<file path="src/rtl/yuv420_pkg.sv">
// ----------------------------------------------------------------------------
// yuv420_pkg - shared types and constants
// Sizes, stream payload layouts and BT.601 integer conversion helpers for the
// RGB to planar YUV 4:2:0 converter.
// ----------------------------------------------------------------------------
package yuv420_pkg;

  // Frame size limits and derived counter widths
  localparam int MAX_WIDTH  = 4096;
  localparam int MAX_HEIGHT = 4096;
  localparam int COL_W      = $clog2(MAX_WIDTH);
  localparam int ROW_W      = $clog2(MAX_HEIGHT);
  localparam int CFG_W      = 13;
  localparam int CMP_W      = CFG_W + 2;

  localparam int LUMA_W     = 24;
  localparam int CHROMA_W   = 22;
  localparam int PIX_W      = 8;

  localparam logic [CFG_W-1:0] WIDTH_RESET  = CFG_W'(640);
  localparam logic [CFG_W-1:0] HEIGHT_RESET = CFG_W'(480);

  // Configuration register indexes
  localparam int CFG_IDX_W = 2;
  typedef enum logic [CFG_IDX_W-1:0] {
    REG_FRAME_WIDTH  = 2'd0,
    REG_FRAME_HEIGHT = 2'd1
  } cfg_reg_t;

  // Plane codes
  typedef enum logic [1:0] {
    PLANE_Y = 2'd0,
    PLANE_U = 2'd1,
    PLANE_V = 2'd2
  } plane_t;

  // Stream widths: tdata rounded to whole bytes
  localparam int S_DATA_W = 3 * PIX_W;
  localparam int M_FIELD_W = 2 + PIX_W + LUMA_W;
  localparam int M_DATA_W = ((M_FIELD_W + 7) / 8) * 8;

  // Position of one pixel within the frame, taken at input transfer
  typedef struct packed {
    logic                even_col;
    logic                even_row;
    logic                frame_end;
    logic [LUMA_W-1:0]   luma_idx;
    logic [CHROMA_W-1:0] chroma_idx;
  } pos_t;

  // Registered pixel with its position
  typedef struct packed {
    logic [PIX_W-1:0] red;
    logic [PIX_W-1:0] green;
    logic [PIX_W-1:0] blue;
    pos_t             pos;
  } pix_t;

  // One result sample
  typedef struct packed {
    plane_t            plane;
    logic [PIX_W-1:0]  value;
    logic [LUMA_W-1:0] index;
    logic              last;
    logic              frame_end;
  } result_t;

  // Products of 8-bit components with signed weights stay within 18 bits
  localparam int SUM_W = 18;
  localparam logic signed [SUM_W-1:0] ROUND = 18'sd128;

  // Weighted sum plus rounding, then floor shift by 8 and wrapped offset
  function automatic logic [PIX_W-1:0] weigh(
    input logic [PIX_W-1:0] r,
    input logic [PIX_W-1:0] g,
    input logic [PIX_W-1:0] b,
    input logic signed [SUM_W-1:0] kr,
    input logic signed [SUM_W-1:0] kg,
    input logic signed [SUM_W-1:0] kb,
    input logic [PIX_W-1:0] offset
  );
    logic signed [SUM_W-1:0] rs;
    logic signed [SUM_W-1:0] gs;
    logic signed [SUM_W-1:0] bs;
    logic signed [SUM_W-1:0] sum;
    rs  = $signed({{(SUM_W-PIX_W){1'b0}}, r});
    gs  = $signed({{(SUM_W-PIX_W){1'b0}}, g});
    bs  = $signed({{(SUM_W-PIX_W){1'b0}}, b});
    sum = kr * rs + kg * gs + kb * bs + ROUND;
    // bits 15:8 of the two's complement sum are the floor quotient mod 256
    return sum[15:8] + offset;
  endfunction

endpackage

</file>
<file path="src/rtl/yuv420_pos.sv">
// ----------------------------------------------------------------------------
// yuv420_pos - frame size registers and raster position counters
// Holds frame_width / frame_height and tracks column, row and per-plane
// sample counts; gives the position of the pixel being transferred in.
// ----------------------------------------------------------------------------
module yuv420_pos (
  input  logic                             clk,
  input  logic                             rst,
  input  logic                             cfg_valid,
  output logic                             cfg_ready,
  input  logic [yuv420_pkg::CFG_IDX_W-1:0] cfg_index,
  input  logic [yuv420_pkg::CFG_W-1:0]     cfg_data,
  input  logic                             advance,
  output yuv420_pkg::pos_t                 pos
);
  import yuv420_pkg::*;

  logic [CFG_W-1:0]    frame_width;
  logic [CFG_W-1:0]    frame_height;
  logic [COL_W-1:0]    column_count;
  logic [ROW_W-1:0]    row_count;
  logic [LUMA_W-1:0]   luma_count;
  logic [CHROMA_W-1:0] u_count;
  logic [CHROMA_W-1:0] v_count;

  logic [CMP_W-1:0] width_eff;
  logic [CMP_W-1:0] height_eff;
  logic             row_end;
  logic             frame_end;

  assign cfg_ready = 1'b1;

  // Configuration writes; unknown indexes are dropped
  always_ff @(posedge clk) begin
    if (rst) begin
      frame_width  <= WIDTH_RESET;
      frame_height <= HEIGHT_RESET;
    end else if (cfg_valid) begin
      case (cfg_index)
        REG_FRAME_WIDTH:  frame_width  <= cfg_data;
        REG_FRAME_HEIGHT: frame_height <= cfg_data;
        default: ;
      endcase
    end
  end

  // Clamp sizes to [2, max]
  always_comb begin
    width_eff = CMP_W'(frame_width);
    if (width_eff < CMP_W'(2)) width_eff = CMP_W'(2);
    else if (width_eff > CMP_W'(MAX_WIDTH)) width_eff = CMP_W'(MAX_WIDTH);
    height_eff = CMP_W'(frame_height);
    if (height_eff < CMP_W'(2)) height_eff = CMP_W'(2);
    else if (height_eff > CMP_W'(MAX_HEIGHT)) height_eff = CMP_W'(MAX_HEIGHT);
  end

  assign row_end   = (CMP_W'(column_count) + CMP_W'(1)) >= width_eff;
  assign frame_end = row_end && ((CMP_W'(row_count) + CMP_W'(1)) >= height_eff);

  // Position of the current pixel
  always_comb begin
    pos.even_col   = ~column_count[0];
    pos.even_row   = ~row_count[0];
    pos.frame_end  = frame_end;
    pos.luma_idx   = luma_count;
    pos.chroma_idx = row_count[0] ? v_count : u_count;
  end

  // Counter update on each input transfer
  always_ff @(posedge clk) begin
    if (rst) begin
      column_count <= '0;
      row_count    <= '0;
      luma_count   <= '0;
      u_count      <= '0;
      v_count      <= '0;
    end else if (advance) begin
      if (frame_end) begin
        column_count <= '0;
        row_count    <= '0;
        luma_count   <= '0;
        u_count      <= '0;
        v_count      <= '0;
      end else begin
        luma_count <= luma_count + LUMA_W'(1);
        if (~column_count[0]) begin
          if (row_count[0]) v_count <= v_count + CHROMA_W'(1);
          else              u_count <= u_count + CHROMA_W'(1);
        end
        if (row_end) begin
          column_count <= '0;
          row_count    <= row_count + ROW_W'(1);
        end else begin
          column_count <= column_count + COL_W'(1);
        end
      end
    end
  end

endmodule

</file>
<file path="src/rtl/yuv420_conv.sv">
// ----------------------------------------------------------------------------
// yuv420_conv - input pixel register
// Captures one RGB pixel with its frame position and holds it until the
// result stage takes it.
// ----------------------------------------------------------------------------
module yuv420_conv (
  input  logic                                clk,
  input  logic                                rst,
  input  logic                                in_valid,
  output logic                                in_ready,
  input  logic [yuv420_pkg::S_DATA_W-1:0]     in_data,
  input  yuv420_pkg::pos_t                    in_pos,
  output logic                                pix_valid,
  input  logic                                pix_take,
  output yuv420_pkg::pix_t                    pix
);
  import yuv420_pkg::*;

  logic pix_free;

  assign pix_free = !pix_valid || pix_take;
  assign in_ready = pix_free;

  // Valid flag
  always_ff @(posedge clk) begin
    if (rst) begin
      pix_valid <= 1'b0;
    end else if (pix_free) begin
      pix_valid <= in_valid;
    end
  end

  // Payload
  always_ff @(posedge clk) begin
    if (pix_free && in_valid) begin
      pix.red   <= in_data[PIX_W-1:0];
      pix.green <= in_data[2*PIX_W-1:PIX_W];
      pix.blue  <= in_data[3*PIX_W-1:2*PIX_W];
      pix.pos   <= in_pos;
    end
  end

endmodule

</file>
<file path="src/rtl/yuv420_out.sv">
// ----------------------------------------------------------------------------
// yuv420_out - color conversion and result sequencer
// Converts the registered pixel into a luma and an optional chroma result,
// holds both, and sends them in order on the master stream.
// ----------------------------------------------------------------------------
module yuv420_out (
  input  logic                             clk,
  input  logic                             rst,
  input  logic                             pix_valid,
  output logic                             pix_take,
  input  yuv420_pkg::pix_t                 pix,
  output logic                             out_valid,
  input  logic                             out_ready,
  output yuv420_pkg::result_t              out_res
);
  import yuv420_pkg::*;

  logic    pend_valid;
  logic    pend_two;
  logic    sel;
  result_t res0;
  result_t res1;
  result_t luma_next;
  result_t chroma_next;
  logic    last_xfer;
  logic    xfer;

  assign out_valid = pend_valid;
  assign out_res   = sel ? res1 : res0;
  assign xfer      = pend_valid && out_ready;
  assign last_xfer = xfer && (sel || !pend_two);
  assign pix_take  = pix_valid && (!pend_valid || last_xfer);

  // Conversion of the registered pixel
  always_comb begin
    luma_next.plane     = PLANE_Y;
    luma_next.value     = weigh(pix.red, pix.green, pix.blue,
                                18'sd66, 18'sd129, 18'sd25, 8'd16);
    luma_next.index     = pix.pos.luma_idx;
    luma_next.last      = !pix.pos.even_col;
    luma_next.frame_end = pix.pos.frame_end;

    chroma_next.index     = LUMA_W'(pix.pos.chroma_idx);
    chroma_next.last      = 1'b1;
    chroma_next.frame_end = pix.pos.frame_end;
    if (pix.pos.even_row) begin
      chroma_next.plane = PLANE_U;
      chroma_next.value = weigh(pix.red, pix.green, pix.blue,
                                -18'sd38, -18'sd74, 18'sd112, 8'd128);
    end else begin
      chroma_next.plane = PLANE_V;
      chroma_next.value = weigh(pix.red, pix.green, pix.blue,
                                18'sd112, -18'sd94, -18'sd18, 8'd128);
    end
  end

  // Pending pair control
  always_ff @(posedge clk) begin
    if (rst) begin
      pend_valid <= 1'b0;
      pend_two   <= 1'b0;
      sel        <= 1'b0;
    end else if (pix_take) begin
      pend_valid <= 1'b1;
      pend_two   <= pix.pos.even_col;
      sel        <= 1'b0;
    end else if (last_xfer) begin
      pend_valid <= 1'b0;
      sel        <= 1'b0;
    end else if (xfer) begin
      sel <= 1'b1;
    end
  end

  // Result payload
  always_ff @(posedge clk) begin
    if (pix_take) begin
      res0 <= luma_next;
      res1 <= chroma_next;
    end
  end

`ifndef ASSERT_OFF
  // the chroma slot is only selected inside a two-result pixel
  a_sel_in_pair: assert property (@(posedge clk) disable iff (rst)
    sel |-> (pend_valid && pend_two))
    else $error("chroma selected outside a pair");

  // after the luma of a pair goes out, the chroma follows
  a_pair_advance: assert property (@(posedge clk) disable iff (rst)
    (xfer && !sel && pend_two) |=> (pend_valid && sel))
    else $error("pair did not advance to chroma");

  // the marked last result ends the pixel and frees the slot when no pixel waits
  a_last_frees: assert property (@(posedge clk) disable iff (rst)
    (xfer && out_res.last && !pix_valid) |=> !pend_valid)
    else $error("slot still busy after last result");
`endif

endmodule

</file>
<file path="src/rtl/rgb24_to_yuv420_planar_top.sv">
// ----------------------------------------------------------------------------
// rgb24_to_yuv420_planar_top - RGB24 to planar YUV 4:2:0 converter
// Integer BT.601 studio-range conversion of a raster pixel stream into
// plane-tagged, indexed luma and chroma samples.
// ----------------------------------------------------------------------------
//  channel   direction  transfer when          payload
//  s_*       in         s_tvalid & s_tready    one RGB pixel
//  m_*       out        m_tvalid & m_tready    one sample (plane, value, index)
//  cfg_*     in         cfg_valid & cfg_ready  frame_width / frame_height
//
//  Output: a pixel on an odd column gives one sample, one on an even column
//  two (luma, then chroma), sent in turn on the single master port.
//  From input transfer, a pixel passes the input pixel register, then the result registers.
//  Reset: synchronous; sizes return to 640x480 and all counters to zero.
//  Stalls: a stalled master holds its sample; one further pixel is taken into
//  the input register meanwhile, after which s_tready drops.
// ----------------------------------------------------------------------------
module rgb24_to_yuv420_planar_top (
  input  logic                              clk,
  input  logic                              rst,
  // slave stream, tdata: red[7:0], green[15:8], blue[23:16]
  input  logic                              s_tvalid,
  output logic                              s_tready,
  input  logic [yuv420_pkg::S_DATA_W-1:0]   s_tdata,
  // master stream, tdata: plane[1:0], sample_value[9:2], sample_index[33:10],
  // zero fill [39:34]
  output logic                              m_tvalid,
  input  logic                              m_tready,
  output logic [yuv420_pkg::M_DATA_W-1:0]   m_tdata,
  output logic                              m_tlast,
  // master tuser: frame_end
  output logic                              m_tuser,
  // configuration write channel
  input  logic                              cfg_valid,
  output logic                              cfg_ready,
  input  logic [yuv420_pkg::CFG_IDX_W-1:0]  cfg_index,
  input  logic [yuv420_pkg::CFG_W-1:0]      cfg_data
);
  import yuv420_pkg::*;

  pos_t    pos;
  pix_t    pix;
  logic    pix_valid;
  logic    pix_take;
  logic    in_xfer;
  result_t res;

  assign in_xfer = s_tvalid && s_tready;

  // Position counters and size registers
  yuv420_pos u_pos (
    .clk       (clk),
    .rst       (rst),
    .cfg_valid (cfg_valid),
    .cfg_ready (cfg_ready),
    .cfg_index (cfg_index),
    .cfg_data  (cfg_data),
    .advance   (in_xfer),
    .pos       (pos)
  );

  // Input pixel register
  yuv420_conv u_conv (
    .clk       (clk),
    .rst       (rst),
    .in_valid  (s_tvalid),
    .in_ready  (s_tready),
    .in_data   (s_tdata),
    .in_pos    (pos),
    .pix_valid (pix_valid),
    .pix_take  (pix_take),
    .pix       (pix)
  );

  // Conversion and result sequencing
  yuv420_out u_out (
    .clk       (clk),
    .rst       (rst),
    .pix_valid (pix_valid),
    .pix_take  (pix_take),
    .pix       (pix),
    .out_valid (m_tvalid),
    .out_ready (m_tready),
    .out_res   (res)
  );

  // Master payload packing
  assign m_tdata = {{(M_DATA_W-M_FIELD_W){1'b0}}, res.index, res.value, res.plane};
  assign m_tlast = res.last;
  assign m_tuser = res.frame_end;

endmodule
</file>
<file path="config.mk">
export PLATFORM = sky130hd
export DESIGN_NAME = rgb24_to_yuv420_planar_top
export DESIGN_NICKNAME = d
export VERILOG_FILES = /design/src/rtl/yuv420_pkg.sv /design/src/rtl/yuv420_pos.sv /design/src/rtl/yuv420_conv.sv /design/src/rtl/yuv420_out.sv /design/src/rtl/rgb24_to_yuv420_planar_top.sv
export SDC_FILE = /design/constraint.sdc
export NUM_CORES = 1
export LEC_CHECK = 0
export BUFFER_PORTS_ARGS = -buffer_cell sky130_fd_sc_hd__buf_2
export CAP_MARGIN = 20
export CORE_AREA = 2 2 215 238
export CTS_CLUSTER_DIAMETER = 80
export DETAILED_ROUTE_END_ITERATION = 8
export DIE_AREA = 0 0 217 240
export PLACE_DENSITY_LB_ADDON = 0.12
export SYNTH_ARGS = -nofsm -noshare
export SYNTH_HDL_FRONTEND = slang
export SYNTH_SLANG_ARGS = --single-unit
</file>
<file path="constraint.sdc">
create_clock -name clk -period 8.7 [get_ports clk]
set_input_delay 1.305 -clock clk [delete_from_list [all_inputs] [get_ports clk]]
set_output_delay 1.305 -clock clk [all_outputs]
set_load 0.01 [all_outputs]
</file>
==> metrics.md <==
| Metric | Value |
|---|---|
| CTS clk-pin slew, worst paths | `60 ps` |
| Initial Util | `39.7%` |
| Hold Crit Class | `register to register` |
| Initial DRT Pass Iterations | `5` |
| VDD IR max | `0.000352 V` |
| DRC | `0` |
| Gpl congestion | `between 0.8 and 0.9` |
| Worst Min Path Start | `u_conv.pix[34]$_DFFE_PP_` |
| Initial antenna violation count | `1` |
| Post-synthesis sequential area ratio | `between 30% and 40%` |
| Maxcap violations | `0` |
| Final antenna-violating net count | `0` |
| Die X | `between 200 and 250 um` |
| Port bufs | `just over 80` |
| Gr ovfl total | `0` |
| Post-Layout Cell Count | `around 2700` |
| Status | `completed` |
| Post-CTS setup buffer count | `0` |
| Slew @ Worst Pin | `982 ps` |
| Crit path kind | `register to register` |
| Htree depth | `1` |
| Via-to-Cell Ratio | `5.15` |
| Hold Buf Count CTS | `0` |
| Final period util | `75.9%` |
| Reg power frac | `21.3%` |
| CTS tree | `yes` |
| Worst Path Max Fanout | `8` |
| Via count | `13816` |
| Core region area | `a little under 0.05 mm2` |
| Slew Limit Fails | `0` |
| Psw | `approximately 3.2 mW` |
| Critical Path Start Type | `register` |
| Row cnt | `86` |
| Post-synth EDFFs | `139` |
| Mapped Area | `0.0197 mm2` |
| Worst skew pair latency | `580 ps` |
| WL final | `between 40 and 50 mm` |
| Tightest slew margin relative to the limit | `around 34%` |
| Final hold violations | `0` |
| Yosys reg bits | `around 260` |
| Diodes inserted | `0` |
| Number of nets in the layout | `2455` |
| Fin Setup TNS | `0 ps` |
| Clock sinks | `261` |
| Largest net degree at the start of global routing | `63` |
| CP top delay family | `adder cells` |
| Final core utilization | `43.8%` |
| Synth Area per Inst | `10.3 um2` |
| Placed Cells | `2629` |
| RSZ-0062 raised after global routing | `false` |
| Sw Share | `43.0%` |
| Worst Path Buf+Inv | `5` |
| CTS Root Cell | `clkbuf_16` |
| Critical path required time | `9020 ps` |
| Final worst slack | `between 2000 and 2500 ps` |
| Critical path's slowest cell | `edfxtp_1` |
| Max Root-Sink Buffers | `3` |
| Synth cell types | `70` |
| Synth warn | `0` |
| WHS | `413 ps` |
| Max stage delay on crit path | `610 ps` |
| Num CTS Buffers | `29` |
| Pwr per Cell Area | `344 mW/mm2` |
| Mapped Cells | `1920` |
| HPWL after detailed placement | `36.9 mm` |
| First-pass GRT wire length | `74.8 mm` |
| CP Launch Point | `u_conv.pix[59]$_DFFE_PP_` |
| Post-DP Area | `0.0208 mm2` |
| Ys async rst share | `0%` |
| Setup Skew | `10.4 ps` |
| Vias in the first global route | `13990` |
| CTS resizes | `0` |
| Gr usage total | `around 18%` |
| Dpl ws | `2080 ps` |
| WL per Instance | `about 18 um` |
| Crit path DAT | `6930 ps` |
| Worst Setup End Kind | `register` |
| Commonest non-fill, non-tap cell in the layout | `ha_1` |
| Area Growth Syn to Fin | `10.4%` |
| Most frequent cells in the layout | `ha_1 (312), inv_1 (217), nand2_1 (159)` |
| Leak | `9.85 nW` |
| DRT iter0 DRCs | `~740` |
| Die area | `0.0521 mm2` |
| Power Total | `7.49 mW` |
| Pint | `4.27 mW` |
| Chip height | `240 um` |
| Worst R2R Start | `u_conv.pix[59]$_DFFE_PP_` |
| Comb pwr share | `a little over three fifths` |
| Clock power frac | `16.3%` |
| Top FF cell, synth | `edfxtp_1` |
| Final min period | `6600 ps` |
| Fmax | `151 MHz` |
| Finished Cell Area | `0.0218 mm2` |
| Setup violators final | `0` |
| Share of layout cells above drive strength 1 | `10.3%` |
| Ports | `89` |
power groups by stage:
stage | clock network [mW] | logic [mW] | registers (mW)
after detailed placement | 0 | 4.67 | 1.62
after global routing | 1.30 | 5.30 | 1.61
after global placement | 0 | 4.61 | 1.63
final | 1.22 | 4.67 | 1.60
after CTS | 1.26 | 4.74 | 1.60
after floorplan | 0 | 3.41 | 1.60
flip-flops by register name, summed over array words and instances, names as in the netlist:
signal and cells:
u_conv.pix 73, u_conv.pix_valid 1, u_out.out_valid 1, u_out.pend_two 1
u_out.res0 34, u_out.res1 32, u_out.sel 1, u_pos.column_count 12
u_pos.frame_height 13, u_pos.frame_width 13, u_pos.luma_count 24, u_pos.row_count 12
u_pos.u_count 22, u_pos.v_count 22
synthesized netlist by cell type, types with 22 or more instances:
cell      number  area [um2]
ha_1         312        3900
inv_1        218         818
nand2_1      159         597
edfxtp_1     139        4170
a21oi_1      125         626
dfxtp_1      122        2440
fa_1          99        1980
nor2_1        84         315
xor2_1        68         596
xnor2_1       62         543
nand3_1       54         270
mux2_2        53         597
o21ai_0       48         240
and3_1        41         257
a21o_1        22         165
clkbuf_1      22        82.6
path summary, 6_finish.rpt:
kind	end	slack [ps]	cells past startpoint
min reg2reg	u_out.res0[14]$_DFFE_PP_	410	0
max	u_out.res1[29]$_DFFE_PP_	2100	25
min	u_out.res0[14]$_DFFE_PP_	410	0
max reg2reg	u_out.res1[29]$_DFFE_PP_	2100	25
layout make-up:
| type | count | area [um2] |
|---|---|---|
| fillers | 4855 | 27900 |
| flip-flops and latches | 261 | 6620 |
| well taps | 660 | 826 |
| clock buffers | 41 | 771 |
| inverters | 220 | 828 |
| clock inverters | 13 | 156 |
| repair buffers | 93 | 495 |
| multi-input cells | 1395 | 12100 |
routing by layer:
layer	track usage (%)	up-vias	routed length, um
li1	-	6841	-
met5	0	-	9
met4	5.73	2	1340
met3	2.30	69	1370
met1	22.3	6716	20400
met2	33.7	188	24300
worst register-to-register path, cell delays in order (launching register included):
cell	delay, ps
edfxtp_1	610
inv_1	100
ha_1	360
inv_1	60
ha_1	260
inv_1	50
fa_1	530
inv_1	50
fa_1	470
ha_1	340
nor2b_1	150
o21ai_0	310
a21bo_2	200
nand2b_1	60
xnor2_1	140
fa_1	540
inv_1	50
ha_1	280
ha_1	330
and3_1	180
a21oi_1	250
nand2_1	150
o21ai_0	280
nand2b_1	100
xor2_1	200
mux2_2	300
logic make-up (layout without fill, tap and decap cells):
kind of cell	count (synthesis)	after routing	share of synthesized area, %
buf+inv	269	367	5.39
simple gates	494	494	12.6
compound gates	292	292	9.31
mux	60	60	3.38
fa+ha+maj	411	411	29.9
xor+xnor	131	131	5.89
other cells	2	7	0.0381
flops	261	261	33.6
No activity file was read; power rests on OpenSTA's default activity.
